**config.mk**
```make
export PLATFORM = sky130hd
export DESIGN_NAME = kf1d_ctrl
export DESIGN_NICKNAME = d
export VERILOG_FILES = /design/src/kf1d_pkg.sv /design/src/kf1d_ctrl.sv
export SDC_FILE = /design/constraint.sdc
export NUM_CORES = 1
export LEC_CHECK = 0
export BUFFER_PORTS_ARGS = -buffer_cell sky130_fd_sc_hd__buf_2
export CORE_AREA = 2 2 39 41
export DETAILED_ROUTE_END_ITERATION = 7
export DIE_AREA = 0 0 41 43
export GPL_TIMING_DRIVEN = 0
export PLACE_DENSITY = 0.54
export SLEW_MARGIN = 20
export SYNTH_ARGS = -nofsm -noshare
export SYNTH_HDL_FRONTEND = slang
export SYNTH_SLANG_ARGS = --single-unit
```
**constraint.sdc**
```tcl
create_clock -name clk -period 1.5 [get_ports clk]
set_clock_uncertainty 0.15 [all_clocks]
set_input_delay 0.075 -clock clk [delete_from_list [all_inputs] [get_ports clk]]
set_output_delay 0.075 -clock clk [all_outputs]
set_load 0.03 [all_outputs]
```
**src/kf1d_pkg.sv**
```systemverilog
// ----------------------------------------------------------------------------
// kf1d_pkg
// Types, constants and saturation helper for the 1-D constant-velocity filter.
// ----------------------------------------------------------------------------
package kf1d_pkg;

	localparam int FRAC_BITS = 16;

	localparam int VAL_W  = 32;
	localparam int PROD_W = 64;
	localparam int SUM_W  = 67;
	localparam int S_W    = 33;
	localparam int CNT_W  = 6;

	localparam logic signed [VAL_W-1:0] VAL_MAX = 32'sh7fffffff;
	localparam logic signed [VAL_W-1:0] VAL_MIN = 32'sh80000000;

	// initial variance 1000.0, clamped for wide fractions
	localparam longint VAR_INIT_L = 64'sd1000 <<< FRAC_BITS;
	localparam logic signed [VAL_W-1:0] VAR_RESET =
		(VAR_INIT_L > 64'sd2147483647) ? VAL_MAX : VAL_W'(VAR_INIT_L);
	localparam logic [30:0] R_RESET = 31'(64'd1 << FRAC_BITS);

	typedef enum logic [2:0] {
		CFG_MEAS_NOISE_VAR   = 3'd0,
		CFG_PROC_NOISE_POS   = 3'd1,
		CFG_PROC_NOISE_CROSS = 3'd2,
		CFG_PROC_NOISE_VEL   = 3'd3,
		CFG_MOTION_POS       = 3'd4,
		CFG_MOTION_VEL       = 3'd5
	} cfg_reg_t;

	// one correction quotient per operation, in this order
	typedef enum logic [2:0] {
		OP_X0  = 3'd0,
		OP_X1  = 3'd1,
		OP_P00 = 3'd2,
		OP_P01 = 3'd3,
		OP_P11 = 3'd4
	} op_t;

	typedef enum logic [2:0] {
		ST_IDLE,
		ST_LOAD,
		ST_CHECK,
		ST_MUL,
		ST_DINIT,
		ST_DIV,
		ST_ACC,
		ST_PRED
	} state_t;

	typedef struct packed {
		logic take;
		logic load;
		logic check;
		logic mul;
		logic div_init;
		logic div_step;
		logic acc;
		logic pred;
		op_t  op;
	} dp_cmd_t;

	typedef struct packed {
		logic s_pos;
		logic div_last;
		logic out_busy;
	} dp_stat_t;

	typedef struct packed {
		logic signed [VAL_W-1:0] val;
		logic                    ovf;
	} sat_t;

	function automatic sat_t sat32(input logic signed [SUM_W-1:0] v);
		sat_t r;
		if (v > SUM_W'(VAL_MAX)) begin
			r.val = VAL_MAX;
			r.ovf = 1'b1;
		end else if (v < SUM_W'(VAL_MIN)) begin
			r.val = VAL_MIN;
			r.ovf = 1'b1;
		end else begin
			r.val = VAL_W'(v);
			r.ovf = 1'b0;
		end
		return r;
	endfunction

endpackage

```
**src/kf1d_ctrl.sv**
```systemverilog
// ----------------------------------------------------------------------------
// kf1d_ctrl
// Sequencer: update quotients one at a time (none when S is not positive), then prediction.
// ----------------------------------------------------------------------------
module kf1d_ctrl (
	input  logic                clk,
	input  logic                arst_n,
	input  logic                in_valid,
	output logic                in_ready,
	input  kf1d_pkg::dp_stat_t  stat,
	output kf1d_pkg::dp_cmd_t   cmd
);

	kf1d_pkg::state_t state_q, state_n;
	kf1d_pkg::op_t    op_q, op_n;

	always_ff @(posedge clk or negedge arst_n) begin
		if (!arst_n) begin
			state_q <= kf1d_pkg::ST_IDLE;
			op_q    <= kf1d_pkg::OP_X0;
		end else begin
			state_q <= state_n;
			op_q    <= op_n;
		end
	end

	always_comb begin
		state_n  = state_q;
		op_n     = op_q;
		cmd      = '0;
		cmd.op   = op_q;
		in_ready = 1'b0;
		unique case (state_q)
			kf1d_pkg::ST_IDLE: begin
				in_ready = 1'b1;
				if (in_valid) begin
					cmd.take = 1'b1;
					state_n  = kf1d_pkg::ST_LOAD;
				end
			end
			kf1d_pkg::ST_LOAD: begin
				cmd.load = 1'b1;
				state_n  = kf1d_pkg::ST_CHECK;
			end
			kf1d_pkg::ST_CHECK: begin
				cmd.check = 1'b1;
				op_n      = kf1d_pkg::OP_X0;
				state_n   = stat.s_pos ? kf1d_pkg::ST_MUL : kf1d_pkg::ST_PRED;
			end
			kf1d_pkg::ST_MUL: begin
				cmd.mul = 1'b1;
				state_n = kf1d_pkg::ST_DINIT;
			end
			kf1d_pkg::ST_DINIT: begin
				cmd.div_init = 1'b1;
				state_n      = kf1d_pkg::ST_DIV;
			end
			kf1d_pkg::ST_DIV: begin
				cmd.div_step = 1'b1;
				if (stat.div_last) begin
					state_n = kf1d_pkg::ST_ACC;
				end
			end
			kf1d_pkg::ST_ACC: begin
				cmd.acc = 1'b1;
				unique case (op_q)
					kf1d_pkg::OP_X0:  op_n = kf1d_pkg::OP_X1;
					kf1d_pkg::OP_X1:  op_n = kf1d_pkg::OP_P00;
					kf1d_pkg::OP_P00: op_n = kf1d_pkg::OP_P01;
					kf1d_pkg::OP_P01: op_n = kf1d_pkg::OP_P11;
					default:          op_n = kf1d_pkg::OP_X0;
				endcase
				state_n = (op_q == kf1d_pkg::OP_P11) ? kf1d_pkg::ST_PRED : kf1d_pkg::ST_MUL;
			end
			kf1d_pkg::ST_PRED: begin
				// wait for the previous result to be taken
				if (!stat.out_busy) begin
					cmd.pred = 1'b1;
					state_n  = kf1d_pkg::ST_IDLE;
				end
			end
			default: state_n = kf1d_pkg::ST_IDLE;
		endcase
	end

endmodule

```
After elaboration in Yosys (flattened, before gate mapping)
Cells that the tools add are included.
W data, S select, Z words.
Operators by class
  multiplexer cells: 19
  eq/ne operators: 14
  reductions and logical operators: 4
Operator list (number)
  $pmux W3 S8: 1
  $eq A3 B3 Y1 const B: 5
  $mux W3: 5
  $eq A3 B2 Y1 const B: 4
  $pmux W3 S4: 1
  $mux W1: 11
  $eq A3 B1 Y1 const B: 2
  $logic_not A3 Y1: 2
  $ne A2 B2 Y1 const B: 3
  $pmux W3 S2: 1
  $reduce_and A3 Y1: 1
  $reduce_bool A2 Y1: 1
Storage, ports and cells
  flip-flop bits (word level): 6
  input port bits: 6

Longest topological paths before layout
Gate-level depths: netlist (run 1).
  depth after elaboration: 3
  gate-level depth with buffers: 4

Worst setup path after synthesis (run 1)
Ideal clock, no wire load.
  kind: register to output
  start: register state_q[2]
  end: output port cmd[10] (netlist name)
  data arrival time: 1591 ps
  data required time: 1275 ps
  buffers on the path: 0
  cell stages (with the launch flop): 3
  setup slack: -316 ps
  path through: dfrtp_1 -> nor3_1 -> and2_1
RTL lines
  from (decl): RTL line kf1d_ctrl.sv:14  | kf1d_pkg::state_t state_q, state_n;
  from (signal assigned): RTL line kf1d_ctrl.sv:19  | state_q <= kf1d_pkg::ST_IDLE;
  from (signal assigned): RTL line kf1d_ctrl.sv:22  | state_q <= state_n;
  to (decl): RTL line kf1d_ctrl.sv:11  | output kf1d_pkg::dp_cmd_t cmd

==> flow_metrics.py, run 1 <==
metrics = {
    "run_status": {
        "status": "finished, final reports clean",
    },
    "cts": {
        "clk_pin_slew_ps": 40,
        "cts.sinks": 6,
        "cts.htree.levels": 1,
        "cts_made_buffers": 3,
        "clk_latency_ps": 250,
        "cts-root-buf": "clkbuf_4",
        "cts_max_path_buffers": 2,
        "cts_tree": "yes",
    },
    "pwr": {
        "p_leak_nw": 0.299,
        "p_sw_mw": 0.734,
        "power_frac_comb_pct": 63.2,
        "p_int_mw": 0.738,
        "switching_share_pct": 49.9,
        "pwr-share-seq_pct": 26.5,
        "p_clk_share_pct": 10.3,
        "peakVddDrop_v": 0.000796,
        "finalPower_mw": 1.47,
        "powerDensity_nw_per_um2": 2500,
    },
    "sta": {
        "rsz0062_at_grt": "yes",
        "drv_slew": 0,
        "max_freq_mhz": 684,
        "tns_ps": 0,
        "finalSetupViolCount": 0,
        "period_needed_ps": 1460,
        "period_share_pct": 97.4,
        "relSlewSlack_pct": 79.6,
        "setup_slack_ps": 38.5,
        "finalHoldViolations": 0,
        "tightest_slew_ps": 302,
    },
    "grt": {
        "track_usage_pct": 12.2,
        "grt_pass1_wl_um": 1460,
        "grt-ovfl-total": 0,
        "grt_max_degree": 11,
        "grt_pass1_vias": 330,
        "antenna_found_initial": 0,
    },
    "placement": {
        "hpwlAfterDp_um": 647,
        "io_buffers": 17,
        "place_area_um2": 490,
        "preCtsSetupSlack_ps": 212,
        "place_congestion": 0.700,
    },
    "critical_path": {
        "arrival_ps": 1240,
        "critPathKind": "flip-flop to output port",
        "start_kind": "flip-flop",
        "critPathCaptureType": "output port",
        "cp.required_ps": 1270,
        "worstPathMaxFanout": 6,
    },
    "finish": {
        "post-route-util_pct": 42.6,
        "area_delta_synth_final_pct": 57.0,
        "final_area_um2": 589,
        "fill_cells": 147,
        "final_nets": 75,
        "ff_latch_area_um2": 154,
        "antenna-diode-count": 0,
        "drive_gt1_share_pct": 50.7,
        "multi_input_area_um2": 223,
    },
    "synth": {
        "synth_area_per_cell_um2": 8.94,
        "synthCells": 42,
        "yosysMostFrequentCell": "dfrtp_1",
        "synth_edf_count": 0,
        "netlist_area_um2": 375,
        "synth.distinct_cells": 25,
        "ys.warnings.count": 0,
        "synth_top_area_share_pct": 40.0,
        "synth_ff_type": "dfrtp_1",
        "synth_area_leader_cell": "dfrtp_1",
        "synth_commonest_cells": "dfrtp_1 (6), nand2_1 (4), mux2i_1 (3), nor2_1 (3), o21ai_0 (3)",
        "synth-seq-cells": 6,
        "ys_seq_area_share_pct": 40.0,
        "synthArstFlopShare_pct": 100,
        "synth.net_count": 48,
        "synthTopCellsByArea": "dfrtp_1 (40%), mux2i_1 (8.0%), o21ai_0 (4.0%)",
    },
    "routing": {
        "dr.pass1.iters": 3,
        "viasPerCell": 4.65,
        "vias": 386,
        "drc_errors": 0,
        "ant_nets": 0,
        "drt-initial-drc-count": 2,
        "wl_per_cell_um": 11.6,
        "wl_um": 960,
    },
    "worst_hold_path": {
        "hold_path_class": "input port to flip-flop",
    },
    "floorplanning": {
        "coreArea_um2": 1380,
        "num_rows": 14,
        "fp.dieW_um": 41,
        "start_util_pct": 27.1,
        "die_y_um": 43,
        "die_area_um2": 1760,
        "num_io_pins": 18,
    },
    "run": {
        "cap_violations": 0,
    },
}
## routing by layer
metal	part of all wire, %	vias up	track usage [%]	routed length (um)
li1	-	202	-	-
met1	46	169	16.8	441
met2	46	15	15.6	438
met3	8.3	0	2.09	80
met4	0	0	10.0	0
met5	0	-	0	0
## critical path, stage by stage (launching register included)
cell	delay, ps
dfrtp_2	440
nand2b_2	240
nor2_1	120
clkbuf_4	200
## logic make-up after synthesis
family,synth area share (%)
AOI/OAI and AO/OA,17.7
and+or+nand+nor,28.0
DFF,40.0
buffers and inverters,6.33
muxes,8.00
## flip-flops by register name (all words and copies together) (netlist names)
register  count
op_q          3
state_q       3
## layout make-up
class	count	share of cell area (%)
Buffer	2	3.18
Clock buffer	3	3.82
Inverter	3	1.91
Multi-Input combinational cell	31	37.8
Sequential cell	6	26.1
Tap cell	16	3.40
Timing Repair Buffer	22	23.8
## power by group through the flow
stage | Sequential [mW] | Clock (mW) | Combinational (mW)
floorplan | 0.415 | 0 | 0.551
detailed placement | 0.366 | 0 | 0.805
global route | 0.407 | 0.168 | 1.01
finish | 0.390 | 0.151 | 0.930
CTS | 0.367 | 0.160 | 0.825
global placement | 0.366 | 0 | 0.799
## timing repair
item	CTS	global route
setup buffers	0	3
hold buffers	2	0
endpoints found under the setup margin	3	6
resized for setup	3	10
pin swaps	0	1
hold endpoints to repair	7	0
## placed cells by master (no fill, tap or decap), types with 2 or more instances in the layout
master,n
buf_2,12
inv_1,2
dlygate4sd3_1,2
dfrtp_2,3
clkbuf_4,5
nor2_1,3
nand2_1,3
buf_4,7
o21ai_0,3
mux2i_1,3
dfrtp_1,3
## metrics by stage
stage | instances | hold slack (ps)
2_1_floorplan | 42 | -371
3_3_place_gp | 75 | -244
3_5_place_dp | 75 | -241
4_1_cts | 80 | 3.27
5_1_grt | 83 | 25.5
6_report | 83 | 12.9
## path summary, 6_finish.rpt
check,from,cells past startpoint,to,slack [ps]
setup / recovery,state_q[0],3,cmd[4],40
hold / removal,stat[1],3,state_q[1],10
setup reg to reg,state_q[0],4,state_q[2],230
hold reg to reg,op_q[2],2,op_q[2],410
max in group asynchronous,arst_n,2,state_q[0],1010
min in group asynchronous,arst_n,2,op_q[2],30
Note: power is estimated with default switching activity, not from simulation.
==> inputs of run 2 (changes only) <==
--- a/config.mk
+++ b/config.mk
@@ -10,6 +10,7 @@
 export DETAILED_ROUTE_END_ITERATION = 7
 export DIE_AREA = 0 0 41 43
 export GPL_TIMING_DRIVEN = 0
+export MAX_ROUTING_LAYER = met4
 export PLACE_DENSITY = 0.54
 export SLEW_MARGIN = 20
 export SYNTH_ARGS = -nofsm -noshare
==> flow_metrics.py, run 2 (synthesized netlist as in run 1, its figures left out) <==
metrics = {
    "grt": {
        "grt_pass1_vias": 331,
        "grt_max_degree": 11,
        "grt-ovfl-total": 0,
        "grt_pass1_wl_um": 1460,
        "track_usage_pct": 12.5,
        "antenna_found_initial": 0,
    },
    "finish": {
        "final_area_um2": 589,
        "mostFrequentLayoutCell": "buf_2",
        "multi_input_area_um2": 223,
        "drive_gt1_share_pct": 50.7,
        "ff_latch_area_um2": 154,
        "stdcell_count": 83,
        "mostFrequentLayoutCells": "buf_2 (12), buf_4 (7), clkbuf_4 (5)",
        "fill_cells": 147,
        "largest_registers": "op_q x3, state_q x3",
        "post-route-util_pct": 42.6,
        "antenna-diode-count": 0,
        "final_nets": 75,
        "area_delta_synth_final_pct": 57.0,
    },
    "cts": {
        "cts.htree.levels": 1,
        "cts_made_buffers": 3,
        "cts_tree": "yes",
        "cts.sinks": 6,
        "cts_max_path_buffers": 2,
        "clk_latency_ps": 250,
        "cts-root-buf": "clkbuf_4",
        "clk_pin_slew_ps": 40,
    },
    "routing": {
        "met3WireLength_um": 70,
        "wl_met2_um": 431,
        "wl_um": 962,
        "vias": 389,
        "wl_per_cell_um": 11.6,
        "viasPerCell": 4.69,
        "ant_nets": 0,
        "met1_length_um": 451,
        "dr.pass1.iters": 3,
        "top_layer_used": "met4",
        "drt-initial-drc-count": 2,
        "drc_errors": 0,
    },
    "placement": {
        "place_area_um2": 490,
        "dp_cells": 75,
        "hpwlAfterDp_um": 647,
        "io_buffers": 17,
        "place_congestion": 0.708,
    },
    "worst_hold_path": {
        "min_from": "stat[1]",
        "hold_path_class": "input port to flip-flop",
    },
    "floorplanning": {
        "start_util_pct": 27.1,
        "die_area_um2": 1760,
        "num_io_pins": 18,
        "die_y_um": 43,
        "num_rows": 14,
        "coreArea_um2": 1380,
        "fp.dieW_um": 41,
    },
    "sta": {
        "tns_ps": 0,
        "finalHoldViolations": 0,
        "worst_hold_slack_ps": 13.1,
        "relSlewSlack_pct": 79.4,
        "drv_slew": 0,
        "max_freq_mhz": 684,
        "period_needed_ps": 1460,
        "tightest_slew_ps": 304,
        "finalSetupViolCount": 0,
        "rsz0062_at_grt": "yes",
        "period_share_pct": 97.4,
    },
    "pwr": {
        "powerDensity_nw_per_um2": 2500,
        "peakVddDrop_v": 0.000796,
        "p_leak_nw": 0.299,
    },
    "critical_path": {
        "r2r_start": "state_q[0]",
        "r2r_slack_ps": 230,
        "cp.required_ps": 1270,
        "startpoint": "state_q[0]",
        "worstPathMaxFanout": 6,
        "endpoint": "cmd[4]",
        "critPathCaptureType": "output port",
        "reg2reg_depth": 4,
        "r2r-end": "state_q[2]",
        "critPathKind": "flip-flop to output port",
        "arrival_ps": 1240,
        "start_kind": "flip-flop",
    },
    "run_status": {
        "status": "finished, final reports clean",
    },
    "run": {
        "cap_violations": 0,
    },
}
## run 2: cell counts in the layout (fill, tap and decap cells not counted)
No cell type changed its count.
## run 2: repair_timing
item,CTS,global route
pin swaps,0,1
buffers inserted,0,3
resized for setup,3,10
endpoints found under the hold margin,7,0
hold buffers,2,0
endpoints found under the setup margin,3,6
## run 2: routing by layer
metal,track usage (%),up-vias
met5,-,-
met4,10.0,0
met3,1.57,2
met2,15.6,15
met1,17.2,170
li1,-,202
## run 2: worst min-delay path by stage
stage,endpoint,slack [ps],depth (start not counted)
after detailed placement,op_q[1],-240,1
after CTS,state_q[1],3,3
after floorplan,op_q[0],-370,0
after global placement,op_q[1],-240,1
final,state_q[1],10,3
after global routing,state_q[2],30,3
## run 2: power by group
group          switching (mW)  internal [mW]  leakage, nW
logic                   0.536          0.394        0.216
clock network          0.0607         0.0907       0.0138
registers               0.137          0.253       0.0693
## run 2: layout make-up
| class | instances | area share [%] |
|---|---|---|
| Multi-Input combinational cell | 31 | 37.8 |
| Sequential cell | 6 | 26.1 |
| Timing Repair Buffer | 22 | 23.8 |
| Clock buffer | 3 | 3.82 |
| Tap cell | 16 | 3.40 |
| Buffer | 2 | 3.18 |
| Inverter | 3 | 1.91 |
## run 2: metrics by stage
step	power, mW	setup WS [ps]
after floorplan	0.967	-35.6
after global placement	1.17	218
after detailed placement	1.17	212
after CTS	1.35	-27.5
after global routing	1.59	-26.1
final	1.47	38.7
## run 2: critical path: stages (launching register included)
cell	delay (ps)
dfrtp_2	440
nand2b_2	240
nor2_1	120
clkbuf_4	200
==> inputs of run 3 (changes only) <==
==> constraint.sdc (replaced) <==
create_clock -name clk -period 1.8 [get_ports clk]
set_clock_uncertainty 0.15 [all_clocks]
set_input_delay 0.09 -clock clk [delete_from_list [all_inputs] [get_ports clk]]
set_output_delay 0.09 -clock clk [all_outputs]
set_load 0.03 [all_outputs]
==> flow_metrics.py, run 3 (synthesized netlist as in run 1, its figures left out) <==
metrics = {
    "floorplanning": {
        "die_y_um": 43,
        "num_rows": 14,
        "num_io_pins": 18,
        "die_area_um2": 1760,
        "fp.dieW_um": 41,
        "start_util_pct": 27.1,
        "coreArea_um2": 1380,
    },
    "sta": {
        "period_needed_ps": 1590,
        "max_freq_mhz": 630,
        "tightest_slew_ps": 287,
        "rsz0062_at_grt": "no",
        "tns_ps": 0,
        "relSlewSlack_pct": 80.6,
        "period_share_pct": 88.2,
        "finalHoldViolations": 0,
        "drv_slew": 0,
        "setup_slack_ps": 212,
        "finalSetupViolCount": 0,
    },
    "cts": {
        "ctsResizeCount": 0,
        "cts-root-buf": "clkbuf_4",
        "cts_max_path_buffers": 2,
        "cts_tree": "yes",
        "clk_latency_ps": 240,
        "cts_made_buffers": 3,
        "cts.sinks": 6,
        "cts.htree.levels": 1,
        "clk_pin_slew_ps": 40,
    },
    "placement": {
        "place_area_um2": 485,
        "hpwlAfterDp_um": 614,
        "place_congestion": 0.632,
        "io_buffers": 17,
        "preCtsSetupSlack_ps": 493,
    },
    "critical_path": {
        "r2r_slack_ps": 580,
        "worstPathMaxFanout": 10,
        "critPathKind": "flip-flop to output port",
        "start_kind": "flip-flop",
        "endpoint": "cmd[3]",
        "reg2reg_depth": 3,
        "arrival_ps": 1350,
        "r2r-end": "op_q[0]",
        "startpoint": "state_q[0]",
        "cp.required_ps": 1560,
        "r2r_start": "state_q[2]",
        "critPathCaptureType": "output port",
    },
    "routing": {
        "dr.pass1.iters": 1,
        "viasPerCell": 4.71,
        "drt-initial-drc-count": 0,
        "vias": 372,
        "wl_um": 832,
        "ant_nets": 0,
        "drc_errors": 0,
        "wl_per_cell_um": 10.5,
    },
    "finish": {
        "multi_input_area_um2": 206,
        "final_nets": 71,
        "final_area_um2": 518,
        "fill_cells": 154,
        "area_delta_synth_final_pct": 38.0,
        "mostFrequentLayoutCells": "buf_2 (18), dfrtp_1 (6), nand2_1 (4)",
        "mostFrequentLayoutCell": "buf_2",
        "antenna-diode-count": 0,
        "drive_gt1_share_pct": 39.7,
        "ff_latch_area_um2": 150,
        "largest_registers": "op_q x3, state_q x3",
    },
    "grt": {
        "track_usage_pct": 11.0,
        "grt_max_degree": 11,
        "grt_pass1_vias": 315,
        "grt-ovfl-total": 0,
        "grt_pass1_wl_um": 1240,
        "antenna_found_initial": 0,
    },
    "pwr": {
        "p_sw_mw": 0.563,
        "p_int_mw": 0.521,
        "pwr-share-seq_pct": 28.0,
        "power_frac_comb_pct": 60.9,
        "peakVddDrop_v": 0.000795,
        "p_clk_share_pct": 11.1,
        "powerDensity_nw_per_um2": 2090,
        "finalPower_mw": 1.08,
        "switching_share_pct": 51.9,
        "p_leak_nw": 0.277,
    },
    "worst_hold_path": {
        "hold_path_class": "input port to flip-flop",
    },
    "run": {
        "cap_violations": 0,
    },
    "run_status": {
        "status": "finished, final reports clean",
    },
}
-- run 3: metal layers --
metal	GRT usage, %	wire length [um]	vias to the layer above
met5	-	0	-
met4	2.00	0	0
met3	9.42	72	0
met2	15.9	382	15
met1	11.3	378	168
li1	-	-	189
-- run 3: power groups by stage --
| stage | registers, mW | clock network (mW) | logic (mW) |
|---|---|---|---|
| 2_1_floorplan | 0.346 | 0 | 0.455 |
| 3_5_place_dp | 0.308 | 0 | 0.662 |
| 4_1_cts | 0.306 | 0.126 | 0.669 |
| 5_1_grt | 0.316 | 0.134 | 0.722 |
| 6_report | 0.303 | 0.121 | 0.660 |
| 3_3_place_gp | 0.306 | 0 | 0.659 |
-- run 3: cell type report --
type | instances | share of cell area, %
flip-flops and latches | 6 | 29.0
clock buffers | 3 | 4.35
inverters | 3 | 2.17
repair buffers | 18 | 18.4
plain buffers | 2 | 2.42
multi-input cells | 31 | 39.9
well taps | 16 | 3.86
-- run 3: worst max-delay path, cell delays in order (launching register included) --
cell     delay, ps
dfrtp_1        390
buf_2          210
nand2_1         90
nor3b_1        190
buf_2          230
-- run 3: worst min path at each step --
stage / from / endpoint / slack, ps / cells after the start
floorplan: arst_n / op_q[0] / -360 / 0
global placement: arst_n / op_q[1] / -230 / 1
detailed placement: arst_n / op_q[1] / -230 / 1
CTS: stat[1] / state_q[1] / 9 / 3
global route: stat[2] / state_q[2] / 40 / 4
finish: stat[1] / state_q[1] / 20 / 3
-- run 3: per-stage QoR --
stage / std cells / hold WS [ps] / util (%)
6_report: 79 / 15.1 / 37.4
5_1_grt: 79 / 43.3 / 37.4
4_1_cts: 79 / 8.65 / 37.4
3_5_place_dp: 75 / -227 / 35.1
3_3_place_gp: 75 / -227 / 35.1
2_1_floorplan: 42 / -356 / -
-- run 3: repair_timing --
| item | in CTS | in global routing |
|---|---|---|
| endpoints found under the hold margin | 6 | 0 |
| hold buffers | 1 | 0 |
| setup buffers | 0 | 0 |
